<file path="src/rtl/cdd_pkg.sv">
`default_nettype none

package cdd_pkg;

   localparam logic [1:0] MODE_DAY   = 2'd0;
   localparam logic [1:0] MODE_WEEK  = 2'd1;
   localparam logic [1:0] MODE_MONTH = 2'd2;
   localparam logic [1:0] MODE_YEAR  = 2'd3;

   localparam logic [3:0] MONTH_JAN = 4'd1;
   localparam logic [3:0] MONTH_FEB = 4'd2;
   localparam logic [3:0] MONTH_APR = 4'd4;
   localparam logic [3:0] MONTH_JUN = 4'd6;
   localparam logic [3:0] MONTH_SEP = 4'd9;
   localparam logic [3:0] MONTH_NOV = 4'd11;
   localparam logic [3:0] MONTH_DEC = 4'd12;

   localparam logic [4:0] DAYS_LONG     = 5'd31;
   localparam logic [4:0] DAYS_SHORT    = 5'd30;
   localparam logic [4:0] DAYS_FEB_LEAP = 5'd29;
   localparam logic [4:0] DAYS_FEB      = 5'd28;

   localparam int          DAYS_PER_WEEK = 7;
   localparam logic [2:0]  WEEK_LAST     = 3'(DAYS_PER_WEEK - 1);

   typedef struct packed {
      logic signed [15:0] year;
      logic [3:0]         month;
      logic [4:0]         day;
   } date_type;

   function automatic logic [4:0] month_length(input logic [3:0] month, input logic leap);
      logic [4:0] len;
      case (month) inside
         MONTH_FEB:                                len = leap ? DAYS_FEB_LEAP : DAYS_FEB;
         MONTH_APR, MONTH_JUN, MONTH_SEP, MONTH_NOV: len = DAYS_SHORT;
         default:                                  len = DAYS_LONG;
      endcase
      return len;
   endfunction

endpackage

`default_nettype wire

</file>
<file path="src/rtl/cdd_leap.sv">
`default_nettype none

module cdd_leap (
   input  wire logic signed [15:0] year,
   output logic                    leap
);

   // 25 * INV25 == 1 mod 2^16; a multiple of 25 maps to at most 65535 / 25
   localparam logic [15:0] INV25     = 16'h5C29;
   localparam logic [15:0] DIV25_MAX = 16'(65535 / 25);

   logic [15:0] mag;
   logic [15:0] prod;
   logic        div4;
   logic        div16;
   logic        div25;

   assign mag   = year[15] ? 16'(-year) : 16'(year);
   assign prod  = mag * INV25;
   assign div25 = (prod <= DIV25_MAX);
   assign div4  = (year[1:0] == 2'b00);
   assign div16 = (year[3:0] == 4'b0000);

   // divisible by 4, and not by 100 unless also by 400
   assign leap = div4 && (!div25 || div16);

endmodule

`default_nettype wire

</file>
<file path="src/rtl/cdd_step.sv">
`default_nettype none

module cdd_step (
   input  wire cdd_pkg::date_type cur,
   input  wire logic [1:0]        mode,
   input  wire logic              leap,
   input  wire logic [9:0]        amount,
   output cdd_pkg::date_type      nxt
);

   logic [3:0] prev_month;
   logic [4:0] prev_len;

   assign prev_month = cur.month - 4'd1;
   assign prev_len   = cdd_pkg::month_length(prev_month, leap);

   always_comb begin
      nxt = cur;
      case (mode) inside
         cdd_pkg::MODE_DAY, cdd_pkg::MODE_WEEK: begin
            if (cur.day > 5'd1) begin
               nxt.day = cur.day - 5'd1;
            end else if (cur.month == cdd_pkg::MONTH_JAN) begin
               nxt.year  = cur.year - 16'sd1;
               nxt.month = cdd_pkg::MONTH_DEC;
               nxt.day   = cdd_pkg::DAYS_LONG;
            end else begin
               nxt.month = prev_month;
               nxt.day   = prev_len;
            end
         end
         cdd_pkg::MODE_MONTH: begin
            // December has 31 days, so the day never needs clamping on a wrap
            if (cur.month == cdd_pkg::MONTH_JAN) begin
               nxt.year  = cur.year - 16'sd1;
               nxt.month = cdd_pkg::MONTH_DEC;
            end else begin
               nxt.month = prev_month;
               if (cur.day > prev_len) begin
                  nxt.day = prev_len;
               end
            end
         end
         default: begin
            nxt.year = cur.year - $signed({6'b0, amount});
         end
      endcase
   end

endmodule

`default_nettype wire

</file>
<file path="src/rtl/calendar_date_decrementer.sv">
`default_nettype none

// A result becomes valid after the sequencer passes prep, normalise and N run steps,
// where N is the count (day and month mode), 7 * count (week mode), or 1 (year mode;
// 0 if count is 0), at one step of the shared date step unit per cycle. One transaction
// is in flight at a time, the next request taken the cycle after the result leaves.
// Reset (synchronous, active high) returns the sequencer to idle and drops any result.
module calendar_date_decrementer #(
   parameter int MAX_COUNT = 1023
) (
   input  wire logic               clock,
   input  wire logic               reset,
   input  wire logic               req_valid,
   output logic                    req_stall,
   input  wire logic [1:0]         req_mode,
   input  wire logic [9:0]         req_count,
   input  wire logic signed [15:0] req_start_year,
   input  wire logic [3:0]         req_start_month,
   input  wire logic [4:0]         req_start_day,
   output logic                    rsp_valid,
   input  wire logic               rsp_stall,
   output logic signed [15:0]      rsp_end_year,
   output logic [3:0]              rsp_end_month,
   output logic [4:0]              rsp_end_day
);

   localparam logic [2:0] ST_IDLE = 3'd0;
   localparam logic [2:0] ST_PREP = 3'd1;
   localparam logic [2:0] ST_NORM = 3'd2;
   localparam logic [2:0] ST_RUN  = 3'd3;
   localparam logic [2:0] ST_DONE = 3'd4;

   logic [2:0]        state_ff, state_in;
   cdd_pkg::date_type date_ff, date_in;
   logic [1:0]        mode_ff, mode_in;
   logic [9:0]        cnt_ff, cnt_in;
   logic [2:0]        week_ff, week_in;
   logic              leap_ff, leap_in;

   logic [9:0]        count_sat;
   logic [3:0]        norm_month;
   logic [4:0]        norm_len;
   cdd_pkg::date_type step_nxt;
   logic              req_take;

   cdd_leap u_leap (
      .year (date_ff.year),
      .leap (leap_in)
   );

   cdd_step u_step (
      .cur    (date_ff),
      .mode   (mode_ff),
      .leap   (leap_ff),
      .amount (cnt_ff),
      .nxt    (step_nxt)
   );

   assign req_stall = (state_ff != ST_IDLE);
   assign req_take  = req_valid && !req_stall;
   assign rsp_valid = (state_ff == ST_DONE);

   assign rsp_end_year  = date_ff.year;
   assign rsp_end_month = date_ff.month;
   assign rsp_end_day   = date_ff.day;

   always_comb begin
      if (int'(req_count) > MAX_COUNT) begin
         count_sat = 10'(MAX_COUNT);
      end else begin
         count_sat = req_count;
      end
   end

   always_comb begin
      if (date_ff.month == 4'd0) begin
         norm_month = cdd_pkg::MONTH_JAN;
      end else if (date_ff.month > cdd_pkg::MONTH_DEC) begin
         norm_month = cdd_pkg::MONTH_DEC;
      end else begin
         norm_month = date_ff.month;
      end
   end

   assign norm_len = cdd_pkg::month_length(norm_month, leap_ff);

   always_comb begin
      state_in = state_ff;
      date_in  = date_ff;
      mode_in  = mode_ff;
      cnt_in   = cnt_ff;
      week_in  = week_ff;
      unique case (state_ff)
         ST_IDLE: begin
            if (req_take) begin
               date_in.year  = req_start_year;
               date_in.month = req_start_month;
               date_in.day   = req_start_day;
               mode_in       = req_mode;
               cnt_in        = count_sat;
               state_in      = ST_PREP;
            end
         end
         ST_PREP: begin
            // wait for the leap flag of the start year
            state_in = ST_NORM;
         end
         ST_NORM: begin
            date_in.month = norm_month;
            if (date_ff.day == 5'd0) begin
               date_in.day = 5'd1;
            end else if (date_ff.day > norm_len) begin
               date_in.day = norm_len;
            end
            week_in  = '0;
            state_in = ST_RUN;
         end
         ST_RUN: begin
            if (cnt_ff == '0) begin
               state_in = ST_DONE;
            end else begin
               date_in = step_nxt;
               if (mode_ff == cdd_pkg::MODE_WEEK) begin
                  if (week_ff == cdd_pkg::WEEK_LAST) begin
                     week_in = '0;
                     cnt_in  = cnt_ff - 10'd1;
                  end else begin
                     week_in = week_ff + 3'd1;
                  end
               end else if (mode_ff == cdd_pkg::MODE_YEAR) begin
                  cnt_in = '0;
               end else begin
                  cnt_in = cnt_ff - 10'd1;
               end
            end
         end
         ST_DONE: begin
            if (!rsp_stall) begin
               state_in = ST_IDLE;
            end
         end
         default: begin
            state_in = ST_IDLE;
         end
      endcase
   end

   always_ff @(posedge clock) begin
      if (reset) begin
         state_ff <= ST_IDLE;
      end else begin
         state_ff <= state_in;
      end
   end

   // leap flag is registered from year; year changes by day, week or month land in December
   always_ff @(posedge clock) begin
      date_ff <= date_in;
      mode_ff <= mode_in;
      cnt_ff  <= cnt_in;
      week_ff <= week_in;
      leap_ff <= leap_in;
   end

`ifndef SYNTHESIS
   a_no_early_rsp: assert property (@(posedge clock) disable iff (reset)
      req_take |=> !rsp_valid)
      else $error("result valid the cycle after a request transaction");

   a_busy_stalls: assert property (@(posedge clock) disable iff (reset)
      rsp_valid |-> req_stall)
      else $error("request taken while a result is pending");

   a_run_date_ok: assert property (@(posedge clock) disable iff (reset)
      (state_ff == ST_RUN) |-> (date_ff.month >= cdd_pkg::MONTH_JAN)
         && (date_ff.month <= cdd_pkg::MONTH_DEC) && (date_ff.day != 5'd0))
      else $error("date out of range while stepping");

   a_rsp_date_ok: assert property (@(posedge clock) disable iff (reset)
      rsp_valid |-> (rsp_end_month >= cdd_pkg::MONTH_JAN)
         && (rsp_end_month <= cdd_pkg::MONTH_DEC) && (rsp_end_day != 5'd0))
      else $error("result date out of range");

   a_week_bounded: assert property (@(posedge clock) disable iff (reset)
      (state_ff == ST_RUN) |-> (week_ff <= cdd_pkg::WEEK_LAST))
      else $error("week day counter overran");
`endif

endmodule

`default_nettype wire
</file>
<file path="config.mk">
export PLATFORM = sky130hd
export DESIGN_NAME = calendar_date_decrementer
export DESIGN_NICKNAME = d
export VERILOG_FILES = /design/src/rtl/cdd_pkg.sv /design/src/rtl/cdd_leap.sv /design/src/rtl/cdd_step.sv /design/src/rtl/calendar_date_decrementer.sv
export SDC_FILE = /design/constraint.sdc
export NUM_CORES = 1
export LEC_CHECK = 0
export BUFFER_PORTS_ARGS = -buffer_cell sky130_fd_sc_hd__buf_2
export CELL_PAD_IN_SITES_DETAIL_PLACEMENT = 0
export CELL_PAD_IN_SITES_GLOBAL_PLACEMENT = 1
export CORE_MARGIN = 3
export CORE_UTILIZATION = 35
export DETAILED_ROUTE_END_ITERATION = 8
export PLACE_DENSITY_LB_ADDON = 0.25
export SLEW_MARGIN = 20
export SYNTH_ARGS = -nofsm -noshare
export SYNTH_HDL_FRONTEND = slang
export SYNTH_SLANG_ARGS = --single-unit
</file>
<file path="constraint.sdc">
create_clock -name clock -period 5.75 [get_ports clock]
set_input_delay 0.8625 -clock clock [delete_from_list [all_inputs] [get_ports clock]]
set_output_delay 0.8625 -clock clock [all_outputs]
set_load 0.02 [all_outputs]
</file>
==> impl_metrics.tcl, run 1 <==
set metrics [dict create \
    drtIter0Drc 207 \
    arrival_ps 5890 \
    cts_root_buffer "clkbuf_16" \
    avgRoutedWirePerCell_um 14.8 \
    hold_path.class "reg2reg" \
    crit_buf_inv 3 \
    placed_area_sq_um 6140 \
    drv_slew 0 \
    path_cells "or4_4 -> or3_4 -> or3b_4 -> nand2_2 -> xor2_2 -> inv_1 -> ha_1 -> inv_1 -> fa_1 -> inv_2 -> ha_4 -> fa_1 -> fa_1 -> ha_2 -> xnor2_2 -> xnor2_1 -> xnor2_1 -> xnor3_1 -> xnor2_1 -> xnor2_1 -> xnor2_1 -> o31a_1" \
    rows 45 \
    dr.pass1.iters 5 \
    status "finished, final reports clean" \
    ys.flop_type "edfxtp_1" \
    vias 4577 \
    finalCritPeriodShare 0.993 \
    die_h_um 131 \
    io_pins 68 \
    maxCapViolations 0 \
    cts_hold_buf 0 \
    r2r_slack_ps 40 \
    setup_viol 0 \
    crit_path_top_delay_cell "or4_4" \
    ir_drop_v 0.000551 \
    fmax_ghz 0.175 \
    grt_pass1_vias 4616 \
    critPathTopFamily "adder cells" \
    cts_tree "yes" \
    swShare 0.456 \
    layout_min_cycle_time_ps 5710 \
    p_int_uw 1920 \
    htree_num_levels 2 \
    path_common_cell "xnor2_1" \
    multi_input_area_sq_um 3840 \
    synth_warnings 0 \
    final_core_util 0.414 \
    core_sq_um 15300 \
    yosysUniqueCellTypes 61 \
    worst-slew-pin-transition_ps 907 \
    async_reset_ff_frac 0 \
    powerDensity_nw_per_um2 557 \
    ys_seq_elements 44 \
    setup_ws_ps 40.6 \
    via_per_inst 4.98 \
    finClkSkew_ps 3.02 \
    synth_edf_count 40 \
    pre_cts_slack_ps -57.8 \
    power_frac_seq 0.129 \
    combPwrFrac 0.787 \
    drt_drc_violations_left 0 \
    grt_antenna_before_repair 0 \
    final_common_cell "ha_1" \
    die_x_um 131 \
    worstPathRequired_ps 5930 \
    maxSlewHeadroom 0.395 \
    fin_nets 854 \
    p_sw_uw 1600 \
    max_stage_delay_ps 550 \
    place_congestion 0.850 \
    finalInstanceArea_sq_um 6320 \
    grt_max_degree 41 \
    grt.overflow.total 0 \
    ant_nets 0 \
    syn_area_sq_um 5480 \
    drive_above_1_share 0.172 \
    synthesis.nets 781 \
    clock_path_buffers 2 \
    regArea_sq_um 1280 \
    track_usage 0.160 \
    grt_pass1_wl_mm 23.0 \
    most-common-layout-cells "ha_1 (84), inv_1 (73), buf_2 (67), nand2_1 (66), nor2_1 (48)" \
    clk_pin_slew_ps 60 \
    clk-insertion-delay-late_ps 290 \
    fillers 1532 \
    rsz0062_at_grt "yes" \
    hold_viol_final 0 \
    p_total_uw 3520 \
    die_area_sq_um 17200 \
    routed_wl_mm 13.6 \
    portBuffers 67 \
    numCtsBuffers 5 \
    clkPwrFrac 0.084 \
    worstSetupPathType "reg2reg" \
    startpoint_type "flop" \
    initial_core_util 0.359 \
    synth_cells 635 \
    antenna_cells 0 \
    crit_path_max_fanout 3 \
    dpl.hpwl_mm 11.2 \
    final_cells 920 \
    area_growth_syn_to_layout_pct 15.3 \
    p_leak_uw 0.00289 \
    dpl.cell_count 910 \
    yosysSeqAreaShare 0.234 \
    endpoint_kind "flop" \
    syn-mean-instance-area_sq_um 8.63 \
    cts.sinks 44 \
]
synthesized netlist by cell type, types with 2 or more instances:
cell type / n / area, sq um
xnor2_1: 40 / 350
or2_2: 2 / 12.5
edfxtp_1: 40 / 1200
clkbuf_1: 16 / 60.1
nand2_1: 67 / 251
nor4_1: 5 / 31.3
o21a_1: 7 / 52.6
or3b_2: 3 / 26.3
o22ai_1: 3 / 18.8
xnor3_1: 2 / 45.0
nor3b_1: 3 / 22.5
a211oi_1: 4 / 30.0
a21boi_0: 3 / 22.5
o211ai_1: 2 / 15.0
fa_1: 19 / 380
dfxtp_1: 4 / 80.1
or4_1: 3 / 22.5
nand3b_1: 2 / 15.0
buf_6: 2 / 22.5
nand4_1: 3 / 18.8
ha_1: 86 / 1080
or3_1: 9 / 56.3
nand3_1: 10 / 50.1
nor2_1: 48 / 180
nor3_1: 16 / 80.1
nand2b_1: 5 / 31.3
o31ai_1: 9 / 67.6
nor2b_1: 6 / 37.5
a21oi_1: 35 / 175
clkbuf_8: 2 / 27.5
xor2_1: 16 / 140
o31a_1: 5 / 43.8
o21ai_0: 43 / 215
inv_1: 74 / 278
a31oi_1: 9 / 56.3
a22oi_1: 3 / 22.5
a211o_1: 2 / 17.5
a21o_1: 4 / 30.0
registers in the layout (all words and copies together) (netlist names):
name and flops:
week_ff 3, leap_ff 1, rsp_end_year 16, cnt_ff 10, state_ff 3, rsp_end_month 4, rsp_end_day 5, mode_ff 2
power by group through the flow:
| stage | combinational, uW | clock (uW) | sequential, uW |
|---|---|---|---|
| after floorplan | 2190 | 0 | 469 |
| after global placement | 2680 | 0 | 459 |
| after detailed placement | 2750 | 0 | 460 |
| after CTS | 2810 | 304 | 453 |
| after global routing | 3210 | 314 | 462 |
| final | 2770 | 296 | 453 |
stage by stage:
stage	hold WS, ps	TNS, ps
3_3_place_gp	526	0
2_1_floorplan	486	-174
4_1_cts	581	0
5_1_grt	625	-213
3_5_place_dp	561	-57.8
6_report	561	0
area by class of cell:
type	count	area share
Clock inverter	2	0.00158
Inverter	74	0.0439
Sequential cell	44	0.203
Clock buffer	6	0.0220
Multi-Input combinational cell	493	0.608
Tap cell	211	0.0418
Timing Repair Buffer	90	0.0804
routing by layer:
layer  track usage  vias up  wire length, um
met5             0        -                0
met2         0.267       72             6270
met3        0.0165        9              404
met1         0.227     2143             6760
met4        0.0338        0              171
li1              -     2353                -
kinds of logic after synthesis:
logic type / Yosys count / synth area share
buf+inv: 98 / 0.0753
compound gates: 140 / 0.163
fa+ha+maj: 105 / 0.266
flops: 44 / 0.234
simple gates: 190 / 0.165
xor+xnor: 58 / 0.0977
repair_timing:
action                     in CTS  in global routing
setup buffers                   1                  1
gates resized for setup         1                  3
pin swaps                       2                  1
setup endpoints to repair       1                  1
worst paths after layout:
path,from,endpoint,depth (start not counted)
worst min-delay path,state_ff[1],state_ff[1],1
worst max-delay path,rsp_end_year[7],leap_ff,22
worst max register to register,rsp_end_year[7],leap_ff,22
worst min register to register,state_ff[1],state_ff[1],1
worst reg2reg max path: stages, from the launching register on:
cell and delay (ps):
edfxtp_1 380, or4_4 550, or3_4 400, or3b_4 390
nand2_2 100, xor2_2 150, inv_1 60, ha_1 260
inv_1 50, fa_1 520, inv_2 50, ha_4 210
fa_1 520, fa_1 410, ha_2 200, xnor2_2 130
xnor2_1 170, xnor2_1 150, xnor3_1 240, xnor2_1 150
xnor2_1 140, xnor2_1 150, o31a_1 230
No activity file was read; power rests on OpenSTA's default activity.
==> run 2, diff against run 1 <==
--- a/config.mk
+++ b/config.mk
@@ -15,4 +15,5 @@
 export SLEW_MARGIN = 20
 export SYNTH_ARGS = -nofsm -noshare
 export SYNTH_HDL_FRONTEND = slang
+export SYNTH_HIERARCHICAL = 1
 export SYNTH_SLANG_ARGS = --single-unit
==> run 2 against run 1 <==
Against the previous run:
- first-iteration DRC count is 66% higher
- die area is 6.4% higher
- clock-buffer cell count stayed put
- utilization is 0.31 points higher
- cell count is 4.3% higher
- sequential power is 2% higher
- worst setup slack better by 200 ps
- wire length is 16% higher
- synthesized cell count is 5.0% higher
- synthesized area is 6.7% higher
- combinational power is 16% lower
==> impl_metrics.tcl, run 2 <==
set metrics [dict create \
    syn_area_sq_um 5850 \
    dr.pass1.iters 5 \
    p_int_uw 1640 \
    rows 46 \
    cts_tree "yes" \
    htree_num_levels 2 \
    grt_antenna_before_repair 1 \
    cts.sinks 44 \
    regArea_sq_um 1280 \
    routed_wl_mm 15.8 \
    synth_edf_count 40 \
    synth_top_area_frac 0.205 \
    yosys-top-cells-area "edfxtp_1 (21%), ha_1 (18%), fa_1 (6.5%)" \
    clk-insertion-delay-late_ps 300 \
    drv_slew 0 \
    die_h_um 135 \
    arrival_ps 5740 \
    fin_nets 887 \
    p_leak_uw 0.00297 \
    crit_path_max_fanout 4 \
    r2r_slack_ps 240 \
    status "finished, final reports clean" \
    largest_register_ffs 16 \
    drive_above_1_share 0.180 \
    area_growth_syn_to_layout_pct 15.0 \
    dpl.cell_count 949 \
    portBuffers 67 \
    finalCritPeriodShare 0.958 \
    numCtsBuffers 5 \
    drtIter0Drc 344 \
    cts_hold_buf 0 \
    io_pins 68 \
    ant_nets 0 \
    async_reset_ff_frac 0 \
    swShare 0.468 \
    initial_core_util 0.363 \
    avgRoutedWirePerCell_um 16.5 \
    worstPathRequired_ps 5980 \
    maxCapViolations 0 \
    ys.flop_type "edfxtp_1" \
    final_common_cell "ha_1" \
    p_sw_uw 1440 \
    endpoint_kind "flop" \
    synthesis.nets 812 \
    yosysUniqueCellTypes 70 \
    maxSlewHeadroom 0.302 \
    syn-mean-instance-area_sq_um 8.77 \
    fillers 1680 \
    powerDensity_nw_per_um2 458 \
    ir_drop_v 0.000428 \
    grt_pass1_wl_mm 25.5 \
    setup_viol 0 \
    most-common-layout-cells "ha_1 (85), inv_1 (72), buf_2 (67), nand2_1 (56), edfxtp_1 (40)" \
    grt_max_degree 33 \
    die_x_um 135 \
    yosysSeqAreaShare 0.219 \
    clkPwrFrac 0.098 \
    startpoint_type "flop" \
    netlist_top_cells_count "ha_1 (85), inv_1 (72), nand2_1 (56), edfxtp_1 (40), xnor2_1 (40)" \
    final_cells 960 \
    track_usage 0.174 \
    yosys.area.top_type "edfxtp_1" \
    worst-slew-pin-transition_ps 1040 \
    clock_path_buffers 2 \
    fmax_ghz 0.182 \
    hold_viol_final 0 \
    ys_seq_elements 44 \
    rsz0062_at_grt "no" \
    clk_pin_slew_ps 70 \
    layout_min_cycle_time_ps 5510 \
    drt_drc_violations_left 0 \
    setup_tns_ps 0 \
    hold_path.class "reg2reg" \
    synth_cells 667 \
    synth_warnings 6 \
    multi_input_area_sq_um 4260 \
    worstSetupPathType "reg2reg" \
    power_frac_seq 0.150 \
    vias 5125 \
    grt.overflow.total 0 \
    synth_most_common_cell "ha_1" \
    cts_root_buffer "clkbuf_16" \
    core_sq_um 16100 \
    finClkSkew_ps 7.25 \
    grt_pass1_vias 4976 \
    dpl.hpwl_mm 12.4 \
    via_per_inst 5.34 \
    combPwrFrac 0.752 \
    place_congestion 0.869 \
    die_area_sq_um 18300 \
]
==> run 2: cell types whose count changed in the layout (fill, tap and decap cells not counted), sizes merged, moves of 4 or more <==
cell | before | now
mux2 | 0 | 16
nand2 | 67 | 56
mux2i | 0 | 10
nor2 | 49 | 39
nor2b | 6 | 13
nor4 | 5 | 11
o21ai | 43 | 49
o31a | 6 | 0
xor2 | 16 | 11
o21bai | 0 | 4
or3 | 10 | 6
==> run 2: power groups by stage <==
| stage | Clock (uW) | Sequential (uW) | Combinational [uW] |
|---|---|---|---|
| 4_1_cts | 312 | 460 | 2360 |
| 2_1_floorplan | 0 | 465 | 1790 |
| 5_1_grt | 324 | 472 | 2620 |
| 3_3_place_gp | 0 | 466 | 2290 |
| 6_report | 301 | 462 | 2320 |
| 3_5_place_dp | 0 | 467 | 2350 |
==> run 2: final cells by class <==
cell class                 instances  area share
multi-input combinational        529       0.633
sequential                        44       0.190
timing repair buffer              88      0.0733
inverter                          74      0.0413
tap                              216      0.0402
clock buffer                       6      0.0192
clock inverter                     2     0.00186
antenna                            1    0.000372
==> run 2: repair_timing <==
| action | 4_1_cts | 5_1_grt |
|---|---|---|
| setup buffers | 0 | 2 |
| endpoints found under the setup margin | 0 | 1 |
| endpoints found under the hold margin | 0 | 0 |
| gates resized for setup | 0 | 7 |
==> run 2: worst paths after layout <==
check | to | cells past startpoint | from
worst max register to register | leap_ff | 21 | rsp_end_year[7]
worst min-delay path | state_ff[1] | 1 | state_ff[1]
worst max-delay path | leap_ff | 21 | rsp_end_year[7]
worst min register to register | state_ff[1] | 1 | state_ff[1]
==> run 2: per-layer routing <==
| layer | up-vias | wire length [um] | global-route usage |
|---|---|---|---|
| met5 | - | 13 | 0 |
| met1 | 2441 | 7530 | 0.239 |
| li1 | 2540 | - | - |
| met2 | 132 | 7400 | 0.287 |
| met4 | 2 | 142 | 0.0370 |
| met3 | 10 | 735 | 0.0316 |
==> run 2: cell families (layout without fill, tap and decap cells) <==
family	count (synthesis)	after routing	synth area share
compound gates	150	150	0.162
xor+xnor	53	53	0.0843
fa+ha+maj	104	104	0.247
buf+inv	94	170	0.0614
flops	44	44	0.219
mux	26	26	0.0479
other cells	0	1	0
simple gates	196	196	0.179
==> run 2: through the flow <==
step	util	hold slack [ps]	total power [uW]	cell area (sq um)	worst slack, ps
4_1_cts	0.413	578	3130	6660	74.2
3_3_place_gp	0.404	553	2760	6520	166
3_5_place_dp	0.404	562	2810	6520	106
5_1_grt	0.417	624	3420	6720	32.0
2_1_floorplan	-	531	2250	5850	212
6_report	0.417	581	3080	6730	244
==> run 2: critical path, stage by stage, from the launching register on <==
cell,delay [ps]
edfxtp_1,440
nor4_4,350
nand4_1,190
buf_4,180
o21ai_0,210
xnor2_1,220
ha_1,210
inv_1,50
fa_1,510
inv_1,50
ha_1,270
inv_1,50
fa_1,480
inv_1,60
fa_1,480
ha_1,310
ha_1,350
o21ai_0,140
o21bai_1,120
a21oi_1,160
xor3_1,430
a41oi_2,190
